===== config.mk =====
export PLATFORM = sky130hd
export DESIGN_NAME = tick_delay_task_scheduler_flat
export DESIGN_NICKNAME = d
export VERILOG_FILES = /design/src/hw/rtl/tds_pkg.sv /design/src/hw/rtl/tds_if.sv /design/src/hw/rtl/tds_cell.sv /design/src/hw/rtl/tds_chain.sv /design/src/hw/rtl/tick_delay_task_scheduler.sv /design/src/flat_wrapper.sv
export SDC_FILE = /design/constraint.sdc
export NUM_CORES = 2
export LEC_CHECK = 0
export BUFFER_PORTS_ARGS = -buffer_cell sky130_fd_sc_hd__buf_4
export CAP_MARGIN = 20
export CORE_UTILIZATION = 40
export DETAILED_ROUTE_END_ITERATION = 10
export GPL_ROUTABILITY_DRIVEN = 0
export RECOVER_POWER = 100
export SYNTH_ARGS = -nofsm -noshare
export SYNTH_HDL_FRONTEND = slang
export SYNTH_SLANG_ARGS = --single-unit

===== constraint.sdc =====
create_clock -name clk_i -period 8.4 [get_ports clk_i]
set_clock_uncertainty 0.15 [all_clocks]
set_input_delay 0.42 -clock clk_i [delete_from_list [all_inputs] [get_ports clk_i]]
set_output_delay 0.42 -clock clk_i [all_outputs]
set_load 0.03 [all_outputs]

===== src/hw/rtl/tds_pkg.sv =====
`timescale 1ns / 1ps
package tds_pkg;

  localparam int TASK_COUNT = 8;

  typedef enum logic [1:0] {
    CMD_TICK  = 2'd0,
    CMD_DELAY = 2'd1,
    CMD_SCHED = 2'd2,
    CMD_READY = 2'd3
  } cmd_e;

  typedef enum logic [1:0] {
    WHERE_NONE    = 2'd0,
    WHERE_READY   = 2'd1,
    WHERE_DELAYED = 2'd2
  } where_e;

  typedef enum logic [1:0] {
    ST_IDLE,
    ST_TICK,
    ST_REINS,
    ST_OUT
  } state_e;

  // chain control, shared by every cell
  typedef struct packed {
    logic        shift_out;  // drop the head, everyone moves one place forward
    logic        remove;     // drop the entry matching rm_id, rest close up
    logic        insert;     // sorted insert of ins_id/ins_key
    logic        append;     // append ins_id at the fill position
    logic [31:0] ins_key;
  } chain_ctl_t;

endpackage


===== src/hw/rtl/tds_if.sv =====
`timescale 1ns / 1ps
interface tds_in_if;
  logic        valid;
  logic        ready;
  logic [1:0]  cmd;
  logic [2:0]  task_id;
  logic [31:0] delay_ticks;
  modport source (output valid, cmd, task_id, delay_ticks, input ready);
  modport sink (input valid, cmd, task_id, delay_ticks, output ready);
endinterface

interface tds_out_if;
  logic       valid;
  logic       ready;
  logic       must_switch;
  logic [2:0] current_task;
  logic       current_is_idle;
  logic [3:0] ready_count;
  logic [3:0] delayed_count;
  modport source (output valid, must_switch, current_task, current_is_idle, ready_count,
                  delayed_count, input ready);
  modport sink (input valid, must_switch, current_task, current_is_idle, ready_count,
                delayed_count, output ready);
endinterface


===== src/hw/rtl/tds_cell.sv =====
`timescale 1ns / 1ps
// one list slot; position index pos is fixed per cell
module tds_cell #(
  parameter int IdW = 3
) (
  input  logic                  clk_i,
  input  tds_pkg::chain_ctl_t   ctl_i,
  input  logic [IdW-1:0]        ins_id_i,
  input  logic                  here_valid_i,   // pos < fill
  input  logic                  at_fill_i,      // pos == fill
  // own contents
  output logic [IdW-1:0]        id_o,
  output logic [31:0]           key_o,
  output logic                  go_after_o,     // valid and key <= ins_key
  output logic                  match_o,
  input  logic [IdW-1:0]        rm_id_i,
  // neighbours
  input  logic [IdW-1:0]        prev_id_i,
  input  logic [31:0]           prev_key_i,
  input  logic                  prev_go_after_i,
  input  logic                  prev_shifts_i,  // a cell before me matched
  input  logic [IdW-1:0]        next_id_i,
  input  logic [31:0]           next_key_i,
  output logic                  shifts_o
);
  logic [IdW-1:0] id_q, id_d;
  logic [31:0]    key_q, key_d;

  assign id_o       = id_q;
  assign key_o      = key_q;
  assign match_o    = here_valid_i && (id_q == rm_id_i);
  assign shifts_o   = prev_shifts_i || match_o;
  assign go_after_o = here_valid_i && (key_q <= ctl_i.ins_key);

  always_comb begin
    id_d  = id_q;
    key_d = key_q;
    if (ctl_i.shift_out || (ctl_i.remove && shifts_o)) begin
      id_d  = next_id_i;
      key_d = next_key_i;
    end else if (ctl_i.append && at_fill_i) begin
      id_d = ins_id_i;
    end else if (ctl_i.insert && (here_valid_i || at_fill_i) && !go_after_o) begin
      if (prev_go_after_i) begin
        id_d  = ins_id_i;
        key_d = ctl_i.ins_key;
      end else begin
        id_d  = prev_id_i;
        key_d = prev_key_i;
      end
    end
  end

  always_ff @(posedge clk_i) begin
    id_q  <= id_d;
    key_q <= key_d;
  end
endmodule


===== src/hw/rtl/tds_chain.sv =====
`timescale 1ns / 1ps
// row of cells forming an ordered list with fill count
module tds_chain #(
  parameter int N   = 8,
  parameter int IdW = 3,
  parameter int CntW = 4
) (
  input  logic                 clk_i,
  input  logic                 rst_ni,
  input  tds_pkg::chain_ctl_t  ctl_i,
  input  logic [IdW-1:0]       ins_id_i,
  input  logic [IdW-1:0]       rm_id_i,
  output logic [IdW-1:0]       head_id_o,
  output logic [31:0]          head_key_o,
  output logic [CntW-1:0]      fill_o
);
  logic [CntW-1:0] fill_q, fill_d;
  logic [IdW-1:0]  id   [N+1];
  logic [31:0]     key  [N+1];
  logic            ga   [N+1];
  logic            sh   [N+1];
  logic            mt   [N];
  logic            any_match;

  assign id[N]  = '0;
  assign key[N] = '0;
  assign ga[N]  = 1'b0;
  assign sh[N]  = 1'b0;

  for (genvar g = 0; g < N; g++) begin : g_cell
    logic [IdW-1:0] pid;
    logic [31:0]    pkey;
    logic           pga, psh;
    if (g == 0) begin : g_first
      assign pid = '0; assign pkey = '0; assign pga = 1'b1; assign psh = 1'b0;
    end else begin : g_rest
      assign pid = id[g-1]; assign pkey = key[g-1]; assign pga = ga[g-1];
      assign psh = sh[g-1];
    end
    tds_cell #(.IdW(IdW)) u_cell (
      .clk_i, .ctl_i, .ins_id_i,
      .here_valid_i (CntW'(g) < fill_q),
      .at_fill_i    (CntW'(g) == fill_q),
      .id_o (id[g]), .key_o (key[g]), .go_after_o (ga[g]), .match_o (mt[g]),
      .rm_id_i,
      .prev_id_i (pid), .prev_key_i (pkey), .prev_go_after_i (pga),
      .prev_shifts_i (psh),
      .next_id_i (id[g+1]), .next_key_i (key[g+1]),
      .shifts_o (sh[g])
    );
  end

  always_comb begin
    any_match = 1'b0;
    for (int i = 0; i < N; i++) any_match = any_match | mt[i];
  end

  always_comb begin
    fill_d = fill_q;
    if (ctl_i.shift_out && fill_q != '0) fill_d = fill_q - 1'b1;
    else if (ctl_i.remove && any_match) fill_d = fill_q - 1'b1;
    else if ((ctl_i.insert || ctl_i.append) && fill_q < CntW'(N)) fill_d = fill_q + 1'b1;
  end

  always_ff @(posedge clk_i or negedge rst_ni) begin
    if (!rst_ni) fill_q <= '0;
    else fill_q <= fill_d;
  end

  assign head_id_o  = id[0];
  assign head_key_o = key[0];
  assign fill_o     = fill_q;
endmodule


===== src/hw/rtl/tick_delay_task_scheduler.sv =====
`timescale 1ns / 1ps
// flow: schedule, make-ready and delay of a task not yet delayed go from idle straight to ST_OUT;
// delaying a task already delayed passes through ST_REINS (remove, then sorted insert)
// a tick stays in ST_TICK while tasks wake, one head entry released per cycle, then goes to ST_OUT
// throughput: one transaction in flight; next accepted the cycle after the result is taken
// reset: tick count zero, both lists empty, all tasks in no list, idle task current
module tick_delay_task_scheduler (
  input logic         clk_i,
  input logic         rst_ni,
  tds_in_if.sink      in_if,
  tds_out_if.source   out_if
);
  localparam int IdW  = $clog2(tds_pkg::TASK_COUNT);
  localparam int CntW = $clog2(tds_pkg::TASK_COUNT + 1);

  tds_pkg::state_e   state_q, state_d;
  logic [31:0]       tick_q, tick_d;
  tds_pkg::where_e   where_q [tds_pkg::TASK_COUNT];
  logic              run_idle_q, run_idle_d;
  logic [IdW-1:0]    run_q, run_d;
  logic              sw_q, sw_d;
  logic              moved_q, moved_d;
  logic [IdW-1:0]    park_id_q, park_id_d;
  logic [31:0]       park_key_q, park_key_d;

  tds_pkg::chain_ctl_t dctl, rctl;
  logic [IdW-1:0]    d_ins, r_ins, rm_id;
  logic [IdW-1:0]    d_head, r_head;
  logic [31:0]       d_key, r_key_unused;
  logic [CntW-1:0]   d_fill, r_fill;
  logic              acc, tid_ok, wake;
  logic [2:0]        tid;

  assign tid    = in_if.task_id;
  assign tid_ok = 32'(tid) < 32'(tds_pkg::TASK_COUNT);
  assign acc    = in_if.valid && in_if.ready;
  assign in_if.ready = (state_q == tds_pkg::ST_IDLE);
  assign wake   = (d_fill != '0) && (d_key < tick_q);

  tds_chain #(.N(tds_pkg::TASK_COUNT), .IdW(IdW), .CntW(CntW)) u_delayed (
    .clk_i, .rst_ni, .ctl_i (dctl), .ins_id_i (d_ins), .rm_id_i (rm_id),
    .head_id_o (d_head), .head_key_o (d_key), .fill_o (d_fill));
  tds_chain #(.N(tds_pkg::TASK_COUNT), .IdW(IdW), .CntW(CntW)) u_ready (
    .clk_i, .rst_ni, .ctl_i (rctl), .ins_id_i (r_ins), .rm_id_i (rm_id),
    .head_id_o (r_head), .head_key_o (r_key_unused), .fill_o (r_fill));

  always_comb begin
    state_d    = state_q;
    tick_d     = tick_q;
    run_d      = run_q;
    run_idle_d = run_idle_q;
    sw_d       = sw_q;
    moved_d    = moved_q;
    park_id_d  = park_id_q;
    park_key_d = park_key_q;
    dctl       = '0;
    rctl       = '0;
    d_ins      = tid[IdW-1:0];
    r_ins      = tid[IdW-1:0];
    rm_id      = tid[IdW-1:0];
    dctl.ins_key = tick_q + in_if.delay_ticks;
    unique case (state_q)
      tds_pkg::ST_IDLE: begin
        if (acc) begin
          sw_d    = 1'b0;
          state_d = tds_pkg::ST_OUT;
          case (tds_pkg::cmd_e'(in_if.cmd))
            tds_pkg::CMD_TICK: begin
              tick_d  = tick_q + 1'b1;
              moved_d = 1'b0;
              state_d = tds_pkg::ST_TICK;
            end
            tds_pkg::CMD_DELAY: begin
              // re-insert of a delayed task is split: remove now, insert next cycle
              if (tid_ok) begin
                if (where_q[tid[IdW-1:0]] == tds_pkg::WHERE_DELAYED) begin
                  dctl.remove = 1'b1;
                  park_id_d   = tid[IdW-1:0];
                  park_key_d  = dctl.ins_key;
                  state_d     = tds_pkg::ST_REINS;
                end else begin
                  rctl.remove = (where_q[tid[IdW-1:0]] == tds_pkg::WHERE_READY);
                  dctl.insert = 1'b1;
                end
              end
            end
            tds_pkg::CMD_SCHED: begin
              if (r_fill != '0) begin
                rctl.shift_out = 1'b1;
                run_d      = r_head;
                run_idle_d = 1'b0;
              end else begin
                run_idle_d = 1'b1;
              end
            end
            default: begin
              if (tid_ok && where_q[tid[IdW-1:0]] == tds_pkg::WHERE_NONE) rctl.append = 1'b1;
            end
          endcase
        end
      end
      tds_pkg::ST_REINS: begin
        dctl.insert  = 1'b1;
        dctl.ins_key = park_key_q;
        d_ins        = park_id_q;
        state_d      = tds_pkg::ST_OUT;
      end
      tds_pkg::ST_TICK: begin
        if (d_fill == '0 && !moved_q) begin
          sw_d    = (r_fill != '0);
          state_d = tds_pkg::ST_OUT;
        end else if (wake) begin
          dctl.shift_out = 1'b1;
          rctl.append    = 1'b1;
          r_ins          = d_head;
          sw_d           = 1'b1;
          moved_d        = 1'b1;
        end else begin
          state_d = tds_pkg::ST_OUT;
        end
      end
      tds_pkg::ST_OUT: begin
        if (out_if.ready) state_d = tds_pkg::ST_IDLE;
      end
      default: state_d = tds_pkg::ST_IDLE;
    endcase
  end

  always_ff @(posedge clk_i or negedge rst_ni) begin
    if (!rst_ni) begin
      state_q    <= tds_pkg::ST_IDLE;
      tick_q     <= '0;
      run_idle_q <= 1'b1;
      run_q      <= '0;
      sw_q       <= 1'b0;
      moved_q    <= 1'b0;
      park_id_q  <= '0;
      park_key_q <= '0;
      for (int i = 0; i < tds_pkg::TASK_COUNT; i++) where_q[i] <= tds_pkg::WHERE_NONE;
    end else begin
      state_q    <= state_d;
      tick_q     <= tick_d;
      run_q      <= run_d;
      run_idle_q <= run_idle_d;
      sw_q       <= sw_d;
      moved_q    <= moved_d;
      park_id_q  <= park_id_d;
      park_key_q <= park_key_d;
      if (dctl.insert) where_q[d_ins] <= tds_pkg::WHERE_DELAYED;
      if (rctl.append) where_q[r_ins] <= tds_pkg::WHERE_READY;
      if (rctl.shift_out) where_q[r_head] <= tds_pkg::WHERE_NONE;
    end
  end

  assign out_if.valid           = (state_q == tds_pkg::ST_OUT);
  assign out_if.must_switch     = sw_q;
  assign out_if.current_task    = run_idle_q ? 3'd0 : 3'(run_q);
  assign out_if.current_is_idle = run_idle_q;
  assign out_if.ready_count     = 4'(r_fill);
  assign out_if.delayed_count   = 4'(d_fill);

  a_ready_only_idle: assert property (@(posedge clk_i) disable iff (!rst_ni)
    in_if.ready |-> state_q == tds_pkg::ST_IDLE) else $error("ready outside idle");
  a_fill_bound: assert property (@(posedge clk_i) disable iff (!rst_ni)
    (32'(d_fill) <= 32'(tds_pkg::TASK_COUNT)) && (32'(r_fill) <= 32'(tds_pkg::TASK_COUNT)))
    else $error("fill overflow");
  a_tick_step: assert property (@(posedge clk_i) disable iff (!rst_ni)
    (acc && in_if.cmd == tds_pkg::CMD_TICK) |=> tick_q == $past(tick_q) + 32'd1)
    else $error("tick step");
endmodule

===== src/flat_wrapper.sv =====
// flat-port wrapper written by rule: the top's interface ports become plain ports
module tick_delay_task_scheduler_flat 
  (clk_i, rst_ni, in_if_valid, in_if_cmd, in_if_task_id, in_if_delay_ticks, in_if_ready, out_if_valid, out_if_must_switch, out_if_current_task, out_if_current_is_idle, out_if_ready_count, out_if_delayed_count, out_if_ready);
  tds_in_if in_if_i ();
  tds_out_if out_if_i ();
  input logic clk_i;
  input logic rst_ni;
  input wire logic [$bits(in_if_i.valid)-1:0] in_if_valid;
  input wire logic [$bits(in_if_i.cmd)-1:0] in_if_cmd;
  input wire logic [$bits(in_if_i.task_id)-1:0] in_if_task_id;
  input wire logic [$bits(in_if_i.delay_ticks)-1:0] in_if_delay_ticks;
  output wire logic [$bits(in_if_i.ready)-1:0] in_if_ready;
  output wire logic [$bits(out_if_i.valid)-1:0] out_if_valid;
  output wire logic [$bits(out_if_i.must_switch)-1:0] out_if_must_switch;
  output wire logic [$bits(out_if_i.current_task)-1:0] out_if_current_task;
  output wire logic [$bits(out_if_i.current_is_idle)-1:0] out_if_current_is_idle;
  output wire logic [$bits(out_if_i.ready_count)-1:0] out_if_ready_count;
  output wire logic [$bits(out_if_i.delayed_count)-1:0] out_if_delayed_count;
  input wire logic [$bits(out_if_i.ready)-1:0] out_if_ready;
  assign in_if_i.valid = in_if_valid;
  assign in_if_i.cmd = in_if_cmd;
  assign in_if_i.task_id = in_if_task_id;
  assign in_if_i.delay_ticks = in_if_delay_ticks;
  assign in_if_ready = in_if_i.ready;
  assign out_if_valid = out_if_i.valid;
  assign out_if_must_switch = out_if_i.must_switch;
  assign out_if_current_task = out_if_i.current_task;
  assign out_if_current_is_idle = out_if_i.current_is_idle;
  assign out_if_ready_count = out_if_i.ready_count;
  assign out_if_delayed_count = out_if_i.delayed_count;
  assign out_if_i.ready = out_if_ready;
  tick_delay_task_scheduler u_core (.clk_i(clk_i), .rst_ni(rst_ni), .in_if(in_if_i), .out_if(out_if_i));
endmodule

# After elaboration in Yosys (flattened, before gate mapping)
# Index checks and enable logic that the tools add are counted.
# Widths: inputs -> output; s select.
# word_totals
ff_bits	403
word_cells	422
# classes
bitwise_logic	26
magnitude_cmp	34
eq_ne	44
n_reduce_logical	155
mux	115
addsub	6
# ops
operator	count
$mux 32	22
$le 32x32->1	8
$mux 3	40
$logic_and 1x1->1	76
$eq 3x3->1	16
$mux 16	3
$logic_or 1x1->1	38
$add 32x1->32 const B	1
$add 32x32->32	1
$eq 3x4->1 const A	8
$lt 3x4->1 const A	8
$lt 32x32->1	1
$reduce_bool 2->1	15
$mux 2	13
$mux 4	6
$mux 1	21
$demux 2 s3	3
$and 16x16->16	1
$and 8x8->8	2
$eq 2x4->1 const A	4
$ge 4x4->1 const B	4
$lt 1x4->1 const A	4
$lt 2x4->1 const A	4
$not 16->16	1
other kinds (28)	80

# Logic depth before layout (Yosys ltp)
# logic_depth
ltp_word	15
depth_mapped	22
mapped_depth_nobuf	20

# Modules after synthesis
# Synthesis repeated with hierarchy kept, for this count alone.
# unflattened
cells_unflattened	5532
hier_area_um2	50867.5
# modules_own_cells
module	area_per_inst_um2	seq_area_each_um2	instances	cells_per_inst
tds_cell	2652.5	1051.0	16	283
tick_delay_task_scheduler	7489.7	2278.4	1	884
tds_chain (u_core.u_ready)	479.2	100.1	1	60
tds_chain (u_core.u_delayed)	457.9	100.1	1	60

# Worst setup path before layout
# Ideal clock, no wire load.
# synth_path
path_type	input-to-reg
start	input port in_if_delay_ticks[0]
end	register u_core.u_delayed.g_cell[3].u_cell.id_q[0], enable pin
required_time_ns	7.700
cell_stages	17
path_buffers	1
arrival_ns	8.569
path_slack_ns	-0.868
path_cell_list	ha_1 > fa_1 > a21oi_1 > o21ai_1 > a211oi_1 > or4_4 > a2111oi_4 > or2_2 > a221oi_2 > inv_1 > ha_1 > nand4_1 > or4_1 > o211ai_1 > o21ai_1 > clkbuf_1 > o311ai_0
# synth_via
elab_chain_cells	7
# synth_lines
element	line	rtl
start, declared	flat_wrapper.sv:11	input wire logic [$bits(in_if_i.delay_ticks)-1:0] in_if_delay_ticks;
$add 32x32->32	tick_delay_task_scheduler.sv:61	dctl.ins_key = tick_q + in_if.delay_ticks;
$mux 32	tick_delay_task_scheduler.sv:62	unique case (state_q)
$le 32x32->1	tds_cell.sv:33	assign go_after_o = here_valid_i && (key_q <= ctl_i.ins_key);
$logic_and 1x1->1	tds_cell.sv:33	
$logic_not 1->1	tds_cell.sv:43	end else if (ctl_i.insert && (here_valid_i || at_fill_i) && !go_after_o) begin
$logic_and 1x1->1	tds_cell.sv:43	
$reduce_bool 2->1 (no line)	n/a	
end signal, assigned	tds_cell.sv:55	id_q <= id_d;
end, declared	tds_cell.sv:26	logic [IdW-1:0] id_q, id_d;
# Every way passes these cells.
# A chain may end at the register's enable or synchronous reset.

# Final worst setup path
# layout_path
start	register u_core.tick_q[0]
end	register u_core.u_delayed.g_cell[3].u_cell.key_q[2], enable pin
# layout_via
elab_chain_cells	7
# layout_lines
element	line	rtl
start, declared	tick_delay_task_scheduler.sv:17	logic [31:0] tick_q, tick_d;
start signal, assigned	tick_delay_task_scheduler.sv:142	tick_q <= tick_d;
$add 32x32->32 / $lt 32x32->1 (equally long branches)	tick_delay_task_scheduler.sv:61, tick_delay_task_scheduler.sv:38	
$mux 32 / $logic_and 1x1->1 (equally long branches)	tick_delay_task_scheduler.sv:62, tick_delay_task_scheduler.sv:38	
$le 32x32->1 / $mux 1 (equally long branches)	tds_cell.sv:33, tick_delay_task_scheduler.sv:112	
$logic_and 1x1->1 / $mux 1 (equally long branches)	tds_cell.sv:33, tick_delay_task_scheduler.sv:109	
$logic_not 1->1 / $mux 1 (equally long branches)	tds_cell.sv:43, tick_delay_task_scheduler.sv:62	
$logic_and 1x1->1 / $logic_or 1x1->1 (equally long branches)	tds_cell.sv:43, tds_cell.sv:38	
$reduce_bool 2->1 (no line) (*)	n/a	
end signal, assigned	tds_cell.sv:56	key_q <= key_d;
end, declared	tds_cell.sv:27	logic [31:0] key_q, key_d;
# Mark *: on every way between the ends. The rest lies on a longest branch, timed or not.

==> flow_metrics.py <==
metrics = {
    "drt": {
        "num_vias": 23800,
        "first_pass_iters": 6,
        "wl_mm": 86.8,
        "drt-initial-drc-count": 2153,
        "routedWlPerCell_um": 21.2,
        "detail-route-antenna-nets": 0,
        "via_per_inst": 5.81,
        "drc": 0,
    },
    "synthesis": {
        "ys_top_cells_by_area": "edfxtp_1, ha_1, dfrtp_1, mux2i_1, o21ai_0",
        "yosys.area.top_type": "edfxtp_1",
        "yosysWarnings": 0,
        "synth_seq_cells": 403,
        "synth_edf_count": 266,
        "synthFlopType": "edfxtp_1",
        "avgSynthCellArea_um2": 9.49,
        "synthCells": 3096,
        "async_flop_share": 0.246,
        "synthesis.area_mm2": 0.0294,
        "synthesis.nets": 3469,
        "yosysUniqueCellTypes": 86,
        "ys_seq_area_frac": 0.382,
        "yosys.area.top_type_share": 0.272,
    },
    "power": {
        "vdd_ir_drop_max_uv": 236,
        "cellLeakagePower_uw": 0.0131,
        "powerDensity_mw_per_mm2": 478,
    },
    "sta": {
        "slew_headroom": -1.39,
        "fin_hold_ws_ns": 0.0657,
        "finalCritPeriodShare": 0.928,
        "finalHoldViolations": 0,
        "tightest_slew_ns": 3.59,
        "slew_viol_final": 271,
        "setup_viol": 0,
        "post-route-min-period_ns": 7.79,
        "grt_setup_unrepaired": "no",
        "fmax_ghz": 0.128,
        "final.setup.tns_ns": 0,
    },
    "floorplan": {
        "die_area_mm2": 0.0745,
        "die_w_um": 273,
        "row_count": 98,
        "ios": 56,
        "initial_core_util": 0.407,
        "die_h_um": 273,
        "core_area_mm2": 0.0721,
    },
    "worst_setup_path": {
        "crit_fanout": 32,
        "cp-end-kind": "flop",
        "crit_family": "compound AO/OA/AOI/OAI gates",
        "critPathKind": "flop to flop",
        "arrival_ns": 7.86,
        "max_stage_delay_ns": 0.83,
        "critPathRequiredTime_ns": 8.47,
        "critPathLaunchType": "flop",
        "crit_slowest_cell": "o311ai_0",
        "crit_chain": "ha_1 > fa_1 > a21oi_1 > o21ai_0 > a211oi_1 > clkbuf_1 > o21ai_0 > a31oi_1 > o22ai_1 > o211ai_1 > clkbuf_1 > inv_1 > ha_1 > nand4_1 > or4_1 > o211ai_1 > o21ai_4 > o311ai_0 > clkbuf_2",
        "crit_buf_inv": 4,
    },
    "global_routing": {
        "first_global_vias": 22600,
        "antenna_found_initial": 0,
        "grt_max_degree": 72,
        "grt_pass1_wl_mm": 134,
        "globalRouteOverflowTotal": 0,
        "grt_use_total": 0.229,
    },
    "clock_network": {
        "cts_sinks": 403,
        "cts_tree": "yes",
        "worstSkewPairLatency_ns": 0.59,
        "cts.path.max_buffers": 3,
        "cts.clk_slew.worst_paths_ns": 0.06,
        "h-tree-depth": 2,
        "clk_root_buffer_cell": "clkbuf_16",
        "cts-buffers-inserted": 49,
        "cts_resized": 0,
    },
    "flow_run": {
        "max-cap-violations": 6,
    },
    "placement": {
        "portBuffers": 55,
        "dp_hpwl_mm": 66.4,
    },
    "status": {
        "status": "finished, violations left",
        "violations": "max-capacitance violations, max-slew violations",
    },
    "layout": {
        "fin_nets": 3481,
        "antenna_cells": 0,
        "final_layout_size_suffix_gt1_frac": 0.0842,
        "syn_to_final_growth_pct": 10.2,
    },
    "hold_path": {
        "holdCritPathClass": "input port to flop",
    },
}
## cells in the mapped netlist (all sizes together) (42+ instances only)
cell,instances
clkbuf,96
mux2,85
mux2i,182
inv,116
a21o,50
o21ai,334
nand2,399
a21oi,202
ha,331
nor3,55
xor2,42
buf,52
edfxtp,266
nor2,174
dfrtp,98
nand4,57
xnor2,68
nand3,55
## final timing paths
| kind | startpoint | to | slack, ns | cells after the start |
|---|---|---|---|---|
| min reg2reg | u_core.run_q[0] | u_core.run_q[0] | 0.33 | 2 |
| max reg2reg | u_core.tick_q[0] | u_core.u_delayed.g_cell[3].u_cell.key_o[2] | 0.61 | 19 |
| min | in_if_delay_ticks[0] | u_core.park_key_q[0] | 0.07 | 3 |
| min in group asynchronous | rst_ni | u_core.where_q[1] | 0.91 | 2 |
| max in group asynchronous | rst_ni | u_core.park_key_q[1] | 2.84 | 3 |
| max | u_core.tick_q[0] | u_core.u_delayed.g_cell[3].u_cell.key_o[2] | 0.61 | 19 |
## report_power, final
group	total, uW	internal [uW]	leakage [uW]	switching [uW]
clock network	2140	1280	0.000781	865
registers	4710	3770	0.00403	940
logic	8630	3310	0.00833	5320
## cell usage in the layout, fill, tap and decap left out, types with 38 or more instances in the layout
cell type  count
xnor2_1       68
nand4_1       57
clkbuf_16     50
xor2_1        42
dfxtp_1       38
mux2_2        82
inv_1        115
nor3_1        55
dfrtp_1       98
o21ai_0      331
nor2_1       174
a21o_1        50
nand2_1      396
nand3_1       54
mux2i_1      182
buf_4         69
a21oi_1      201
ha_1         330
clkbuf_1      42
edfxtp_1     266
## sequential cells by signal, summed over array words and instances (netlist names)
signal,flops
u_core.out_if.must_switch,1
u_core.tick_q,32
u_core.where_q,16
u_core.u_delayed.g_cell.u_cell.id_o,24
u_core.park_key_q,32
u_core.run_q,3
u_core.out_if.current_is_idle,1
u_core.u_delayed.g_cell.u_cell.key_o,256
u_core.u_ready.fill_o,4
u_core.park_id_q,3
u_core.u_delayed.fill_o,4
u_core.state_q,2
u_core.u_ready.g_cell.u_cell.id_o,24
u_core.moved_q,1
## repair_timing
action                                 CTS  global route
buffers inserted                         0             0
endpoints found under the hold margin   41             0
hold buffers                             1             0
## worst register-to-register path: stages, from the launching register on
cell and delay [ns]:
dfrtp_1 0.44, ha_1 0.25, fa_1 0.42, a21oi_1 0.21, o21ai_0 0.15, a211oi_1 0.29
clkbuf_1 0.26, o21ai_0 0.27, a31oi_1 0.39, o22ai_1 0.15, o211ai_1 0.20, clkbuf_1 0.47
inv_1 0.43, ha_1 0.43, nand4_1 0.14, or4_1 0.61, o211ai_1 0.29, o21ai_4 0.21
o311ai_0 0.83, clkbuf_2 0.78
## cells by family (layout without fill, tap and decap cells)
family                     Yosys count  in the layout  synth area share
adders and majority gates          332            332             0.142
xor gates and xnor gates           110            110            0.0328
buffers and inverters              264            316            0.0354
muxes                              272            272            0.0984
DFF                                403            403             0.382
and+or+nand+nor                    895            895             0.140
AOI/OAI and AO/OA                  820            820             0.170
## area by class of cell
class	count	area [um^2]
well taps	950	1190
clock inverters	17	188
repair buffers	109	737
fillers	7000	39700
inverters	116	435
multi-input cells	2429	17200
clock buffers	74	1410
flip-flops and latches	403	11200
## metal layers
metal | track usage | wire (um)
met3 | 0.0322 | 5900
met2 | 0.346 | 37100
met4 | 0.0654 | 2260
met1 | 0.338 | 41600
met5 | 0 | 0
## through the flow
step | area, um^2 | instances | worst slack [ns] | util | power [uW]
final | 32400 | 4098 | 0.606 | 0.449 | 15500
after global routing | 32400 | 4098 | 0.363 | 0.449 | 16600
after CTS | 32500 | 4095 | 1.15 | 0.451 | 15500
after detailed placement | 30900 | 4003 | 1.13 | 0.429 | 13300
after global placement | 30900 | 4003 | 1.04 | 0.429 | 13200
after floorplan | 29400 | 3096 | 0.557 | - | 10600
Note: power is estimated with default switching activity, not from simulation.
